==> src/rtl/wbs_pkg.sv <==
// shared types and constants for the word break segmenter
// used by wbs_match and word_break_segmenter_top; no dependencies
package wbs_pkg;

	localparam int MAX_WORDS    = 32;
	localparam int MAX_WORD_LEN = 8;

	// text window has a fixed size of eight bytes; verdict history holds nine verdicts, one more
	localparam int WIN_BYTES = 8;
	localparam int WIN_W     = 8 * WIN_BYTES;
	localparam int HIST_W    = WIN_BYTES + 1;

	localparam int WORD_W  = 8 * MAX_WORD_LEN;
	localparam int LEN_W   = $clog2(MAX_WORD_LEN + 2);
	localparam int IDX_W   = (MAX_WORDS > 1) ? $clog2(MAX_WORDS) : 1;
	localparam int COUNT_W = $clog2(MAX_WORDS + 1);

	typedef enum logic [1:0] {
		MODE_DICT  = 2'd0,
		MODE_TEXT  = 2'd1,
		MODE_CLEAR = 2'd2
	} wbs_mode_t;

	typedef enum logic [1:0] {
		ST_IDLE,
		ST_SCAN,
		ST_EMIT
	} wbs_state_t;

	typedef struct packed {
		logic [LEN_W-1:0]  len;
		logic [WORD_W-1:0] chars;
	} word_entry_t;

endpackage

==> src/rtl/word_break_segmenter_top.sv <==
// word break segmenter: top level with word store, scan sequencer and output register
// depends on wbs_pkg and wbs_match
//
// usage
// - slave channel carries requests: s_tuser is the mode (dictionary byte, text byte,
//   clear), s_tdata the byte, s_tlast ends a dictionary word or a text string
// - dictionary bytes, clears and unused modes give no result; the block is ready again in
//   the next cycle
// - a text byte gives one result on the master channel: m_tdata bit 0 says the text
//   so far splits into stored words, bit 1 is the sticky dictionary overflow flag,
//   m_tlast copies the text byte's last flag
// - for a text byte the stored words are read from the word memory one per cycle through
//   a registered read port and checked by the single compare unit, then the result is
//   loaded; with an empty dictionary the scan is skipped; a match ends the scan early;
//   s_tready is low from acceptance until the result is loaded, so the block takes no
//   new request while a text byte is still being scanned or waits to load its result
// - the result sits in an output register; a new request is accepted while it waits,
//   but a text byte finishing while the register is still full holds until m_tready
// - after reset the dictionary is empty, the overflow flag clear and the text state at
//   its start (empty prefix splittable); no clearing pass is needed
module word_break_segmenter_top import wbs_pkg::*; (
	input  logic       clk,
	input  logic       arst_n,
	input  logic       s_tvalid,
	output logic       s_tready,
	input  logic [7:0] s_tdata,   // [7:0] char_code
	input  logic [1:0] s_tuser,   // [1:0] mode
	input  logic       s_tlast,   // last
	output logic       m_tvalid,
	input  logic       m_tready,
	output logic [7:0] m_tdata,   // [0] prefix_ok, [1] dictionary_overflow, [7:2] zero
	output logic       m_tlast    // end_of_text
);

	wbs_state_t state_q, state_d;

	word_entry_t word_mem [MAX_WORDS];

	logic [COUNT_W-1:0] word_count_q;
	logic [LEN_W-1:0]   load_len_q;
	logic [WORD_W-1:0]  pending_q;
	logic [WIN_W-1:0]   window_q;
	logic [HIST_W-1:0]  hist_q;
	logic               ovf_q;
	logic               last_q;
	logic               ok_q;

	logic [IDX_W-1:0]   rd_idx_q;
	logic               issue_q;
	word_entry_t        rd_entry_s1;
	logic               rd_vld_s1;
	logic               rd_last_s1;

	logic               m_tvalid_q;
	logic               m_ok_q;
	logic               m_ovf_q;
	logic               m_last_q;

	logic               in_acc;
	logic               hit;
	logic               issue_last;
	logic               scan_done;
	logic               out_load;

	logic               len_full;
	logic [LEN_W-1:0]   len_next;
	logic [WORD_W-1:0]  pend_next;
	logic               word_drop;

	assign s_tready = (state_q == ST_IDLE);
	assign in_acc   = s_tvalid && s_tready;

	assign len_full  = (load_len_q >= LEN_W'(MAX_WORD_LEN));
	assign len_next  = len_full ? LEN_W'(MAX_WORD_LEN + 1) : load_len_q + LEN_W'(1);
	assign pend_next = len_full ? pending_q : ((pending_q << 8) | WORD_W'(s_tdata));
	assign word_drop = (len_next > LEN_W'(MAX_WORD_LEN)) ||
	                   (word_count_q >= COUNT_W'(MAX_WORDS));

	assign issue_last = (COUNT_W'(rd_idx_q) == (word_count_q - COUNT_W'(1)));

	wbs_match u_match (
		.entry  (rd_entry_s1),
		.window (window_q),
		.hist   (hist_q),
		.hit    (hit)
	);

	assign scan_done = rd_vld_s1 && (hit || rd_last_s1);

	// sequencer
	always_comb begin
		state_d  = state_q;
		out_load = 1'b0;
		case (state_q)
			ST_IDLE: begin
				if (in_acc && (wbs_mode_t'(s_tuser) == MODE_TEXT)) begin
					state_d = (word_count_q == '0) ? ST_EMIT : ST_SCAN;
				end
			end
			ST_SCAN: begin
				if (scan_done) begin
					state_d = ST_EMIT;
				end
			end
			ST_EMIT: begin
				if (!m_tvalid_q || m_tready) begin
					out_load = 1'b1;
					state_d  = ST_IDLE;
				end
			end
			default: begin
				state_d = ST_IDLE;
			end
		endcase
	end

	always_ff @(posedge clk or negedge arst_n) begin
		if (!arst_n) begin
			state_q <= ST_IDLE;
		end else begin
			state_q <= state_d;
		end
	end

	// dictionary loading and text state
	always_ff @(posedge clk or negedge arst_n) begin
		if (!arst_n) begin
			word_count_q <= '0;
			load_len_q   <= '0;
			pending_q    <= '0;
			window_q     <= '0;
			hist_q       <= HIST_W'(1);
			ovf_q        <= 1'b0;
		end else begin
			if (in_acc) begin
				case (wbs_mode_t'(s_tuser))
					MODE_DICT: begin
						if (s_tlast) begin
							if (word_drop) begin
								ovf_q <= 1'b1;
							end else begin
								word_count_q <= word_count_q + COUNT_W'(1);
							end
							pending_q  <= '0;
							load_len_q <= '0;
						end else begin
							pending_q  <= pend_next;
							load_len_q <= len_next;
						end
					end
					MODE_TEXT: begin
						window_q <= (window_q << 8) | WIN_W'(s_tdata);
					end
					MODE_CLEAR: begin
						word_count_q <= '0;
						load_len_q   <= '0;
						pending_q    <= '0;
						ovf_q        <= 1'b0;
					end
					default: begin
					end
				endcase
			end
			if (out_load) begin
				if (last_q) begin
					window_q <= '0;
					hist_q   <= HIST_W'(1);
				end else begin
					hist_q <= {hist_q[HIST_W-2:0], ok_q};
				end
			end
		end
	end

	// word memory: one write port, one registered read port
	always_ff @(posedge clk) begin
		if (in_acc && (wbs_mode_t'(s_tuser) == MODE_DICT) && s_tlast && !word_drop) begin
			word_mem[word_count_q[IDX_W-1:0]] <= '{len: len_next, chars: pend_next};
		end
		rd_entry_s1 <= word_mem[rd_idx_q];
	end

	// scan control
	always_ff @(posedge clk or negedge arst_n) begin
		if (!arst_n) begin
			rd_idx_q   <= '0;
			issue_q    <= 1'b0;
			rd_vld_s1  <= 1'b0;
			rd_last_s1 <= 1'b0;
		end else begin
			rd_vld_s1  <= (state_q == ST_SCAN) && issue_q && !scan_done;
			rd_last_s1 <= issue_last;
			if (state_q == ST_IDLE) begin
				rd_idx_q <= '0;
				issue_q  <= 1'b1;
			end else if (state_q == ST_SCAN) begin
				if (scan_done || issue_last) begin
					issue_q <= 1'b0;
				end
				if (issue_q && !issue_last) begin
					rd_idx_q <= rd_idx_q + IDX_W'(1);
				end
			end
		end
	end

	always_ff @(posedge clk) begin
		if (in_acc) begin
			last_q <= s_tlast;
			ok_q   <= 1'b0;
		end else if (scan_done) begin
			ok_q <= hit;
		end
	end

	// output register
	always_ff @(posedge clk or negedge arst_n) begin
		if (!arst_n) begin
			m_tvalid_q <= 1'b0;
		end else if (out_load) begin
			m_tvalid_q <= 1'b1;
		end else if (m_tready) begin
			m_tvalid_q <= 1'b0;
		end
	end

	always_ff @(posedge clk) begin
		if (out_load) begin
			m_ok_q   <= ok_q;
			m_ovf_q  <= ovf_q;
			m_last_q <= last_q;
		end
	end

	assign m_tvalid = m_tvalid_q;
	assign m_tdata  = {6'b0, m_ovf_q, m_ok_q};
	assign m_tlast  = m_last_q;

	// checks
	a_count_range: assert property (@(posedge clk) disable iff (!arst_n)
		word_count_q <= COUNT_W'(MAX_WORDS))
		else $error("word count beyond store depth");

	a_len_range: assert property (@(posedge clk) disable iff (!arst_n)
		load_len_q <= LEN_W'(MAX_WORD_LEN + 1))
		else $error("loading length out of range");

	a_issue_in_store: assert property (@(posedge clk) disable iff (!arst_n)
		(state_q == ST_SCAN) && issue_q |-> COUNT_W'(rd_idx_q) < word_count_q)
		else $error("scan reads past the stored words");

	a_result_from_emit: assert property (@(posedge clk) disable iff (!arst_n)
		$rose(m_tvalid) |-> $past(state_q == ST_EMIT))
		else $error("result raised outside the emit step");

endmodule

==> src/rtl/wbs_match.sv <==
// compare unit: one stored word against the suffix of the text window
// depends on wbs_pkg
module wbs_match import wbs_pkg::*; (
	input  word_entry_t       entry,
	input  logic [WIN_W-1:0]  window,
	input  logic [HIST_W-1:0] hist,
	output logic              hit
);

	logic bytes_eq;
	logic start_ok;

	always_comb begin
		bytes_eq = 1'b1;
		start_ok = 1'b0;
		for (int b = 0; b < MAX_WORD_LEN; b++) begin
			// bytes beyond the word length are ignored
			if ((LEN_W'(b) < entry.len) && (window[8*b +: 8] != entry.chars[8*b +: 8])) begin
				bytes_eq = 1'b0;
			end
			// verdict at the position where the word would start
			if ((entry.len == LEN_W'(b + 1)) && hist[b]) begin
				start_ok = 1'b1;
			end
		end
	end

	assign hit = bytes_eq && start_ok;

endmodule
==> config.mk <==
export PLATFORM = sky130hd
export DESIGN_NAME = word_break_segmenter_top
export DESIGN_NICKNAME = d
export VERILOG_FILES = /design/src/rtl/wbs_pkg.sv /design/src/rtl/word_break_segmenter_top.sv /design/src/rtl/wbs_match.sv
export SDC_FILE = /design/constraint.sdc
export NUM_CORES = 2
export LEC_CHECK = 0
export BUFFER_PORTS_ARGS = -buffer_cell sky130_fd_sc_hd__clkbuf_2
export CAP_MARGIN = 10
export CORE_MARGIN = 8
export CORE_UTILIZATION = 65
export DETAILED_ROUTE_END_ITERATION = 7
export HOLD_SLACK_MARGIN = 0.05
export PLACE_DENSITY_LB_ADDON = 0.1
export SLEW_MARGIN = 20
export SYNTH_ARGS = -nofsm -noshare
export SYNTH_HDL_FRONTEND = slang
export SYNTH_HIERARCHICAL = 1
export SYNTH_SLANG_ARGS = --single-unit
==> constraint.sdc <==
create_clock -name clk -period 9.3 [get_ports clk]
set_clock_uncertainty 0.2 [all_clocks]
set_input_delay 0.93 -clock clk [delete_from_list [all_inputs] [get_ports clk]]
set_output_delay 0.93 -clock clk [all_outputs]
set_load 0.01 [all_outputs]
==> flow_summary.ini <==
[timing]
min_period_ns = 4.975
slew_headroom = 0.2157
worst_slew_pin_slew_ns = 1.176
fmax_mhz = 201.0
rsz0062_at_grt = no
hold_violations = 0
final_max_slew_viol_count = 0
final.setup.tns_ns = 0
fin_crit_sh = 0.5350
setup_viol = 0

[placed_design]
place.gp.congestion = 0.8129
hpwl_mm = 114.3
place_area_um2 = 94400
port_buffers = 19

[setup_path]
endpoint_kind = flip-flop
cp-start-kind = flip-flop
rrSetupSlack_ns = 4.32
criticalPathCategory = flip-flop to flip-flop
worstPathArrival_ns = 5.22
required_ns = 9.54
worstPathMaxFanout = 41

[hold_path]
worst_hold_path_type = input pin to flip-flop

[synthesis]
syn_avg_cell_area_um2 = 22.99
netlist_instances = 3999
yosysWarnings = 6
synth.cell_area_um2 = 91940

[floorplan]
die_area_um2 = 153700
core_um2 = 140900
pin_count = 26
initial_utilization = 0.6525
placementRows = 138
die_w_um = 392.1
die_y_um = 392.1

[cts]
cts_tree = built
clock_path_buffers = 3
clkLatencyLatePin_ns = 0.84
clk_root_buffer_cell = clkbuf_16
clkSlewWorstSetupHoldPaths_ns = 0.06
cts_resized = 0
numCtsBuffers = 225
clock-sinks = 2407
htreeDepth = 4

[grt]
grt.overflow.total = 0
grt_max_degree = 144
grt_pass1_wl_mm = 305.0
antenna_found_initial = 7
grt_usage = 0.2777
first_global_vias = 42600

[outcome]
status = complete, no violations

[power_and_ir_drop]
power_leakage_nw = 32.30
power.density_nw_per_um2 = 255.3
ir_worst_vdd_mv = 0.3401

[route]
drt_iter0_markers = 5181
antenna_left = 0
viasPerCell = 6.834
detail_route.wl_per_cell_um = 34.16
drc = 0
vias = 42290
drtPass1Iterations = 6
routed_wl_mm = 211.4

[final_layout]
stdcell_area_um2 = 101700
fin_nets = 4130
drive_above_1_share = 0.2991
area_growth_pct = 10.63

[job]
maxCapViolCount = 0
[cell type report]
class	count	area, um2
antenna	2	5.005
sequential	2407	70820
tap	1890	2365
inverter	10	37.54
fill	8022	39180
clock buffer	295	6078
multi-input combinational	1360	20370
timing repair buffer	103	885.9
clock inverter	121	1150
[critical path, stage by stage, from the launching register on]
cell      delay [ns]
dfrtp_4         0.57
or4_1           0.62
a211oi_2        0.51
nand2_1         0.66
nor2_4          1.02
buf_4           0.81
[report_power, final]
group | internal (mW) | switching, mW
clock network | 5.14 | 3.89
registers | 12.1 | 0.432
logic | 2.07 | 2.30
[metal layers]
layer  part of all wire  global-route usage  vias up
met5           0.000095                   0        -
met4              0.029             0.08081        4
met1               0.39              0.4007    22940
met2               0.50              0.4495     2035
met3              0.081             0.04666      319
li1                   -                   -    17000
[repair_timing]
| item | CTS | global route |
|---|---|---|
| buffers inserted | 0 | 0 |
| hold buffers | 1 | 0 |
| hold endpoints to repair | 81 | 0 |
[layout by cell type, fill, tap and decap left out, types with 7 or more instances in the layout]
cell and count:
nand2b_1 16, ha_1 8, nand4_1 17, mux2i_1 7, clkbuf_2 18, mux4_2 680
nor2_1 14, a21oi_1 73, nor2_4 32, clkinv_2 42, bufinv_16 20, clkbuf_1 56
clkinv_1 43, buf_12 10, mux2_2 133, xnor2_1 60, o21ai_0 16, buf_4 71
xor2_1 12, dfxtp_1 69, dfrtp_1 151, nand2_1 161, clkbuf_16 229, inv_1 10
edfxtp_1 2180, clkbuf_8 11, a22o_1 68
[metrics by stage]
stage | util | setup WS (ns) | power [mW] | cells | hold slack, ns
after floorplan | - | 3.634 | 15.80 | 4004 | 0.2244
final | 0.7219 | 4.325 | 25.97 | 6188 | 0.1644
after detailed placement | 0.6700 | 3.993 | 17.21 | 5766 | 0.2502
after global placement | 0.6700 | 4.042 | 17.16 | 5766 | 0.2353
after global routing | 0.7219 | 4.292 | 26.74 | 6186 | 0.1392
after CTS | 0.7214 | 4.346 | 26.14 | 6183 | 0.1161
[sequential cells by signal, summed over array words and instances, names as in the netlist]
signal,count
word_mem,2176
rd_entry_s1,68
pending_q,64
window_q,64
hist_q,8
word_count_q,6
rd_idx_q,5
load_len_q,4
state_q,2
issue_q,1
last_q,1
m_ok_q,1
m_ovf_q,1
m_tlast,1
m_tvalid,1
ok_q,1
ovf_q,1
rd_last_s1,1
rd_vld_s1,1
[final timing paths]
kind | from | to | depth (start not counted)
max | load_len_q[3]$_DFFE_PN0P_ | word_mem[1][43]$_DFFE_PP_ | 5
min | s_tlast | last_q$_DFFE_PP_ | 1
max reg2reg | load_len_q[3]$_DFFE_PN0P_ | word_mem[1][43]$_DFFE_PP_ | 5
min reg2reg | ovf_q$_DFFE_PN0P_ | m_ovf_q$_DFFE_PP_ | 0
max in group asynchronous | arst_n | window_q[3]$_DFF_PN0_ | 3
min in group asynchronous | arst_n | rd_idx_q[3]$_DFFE_PN0P_ | 2
Note: power is estimated with default switching activity, not from simulation.
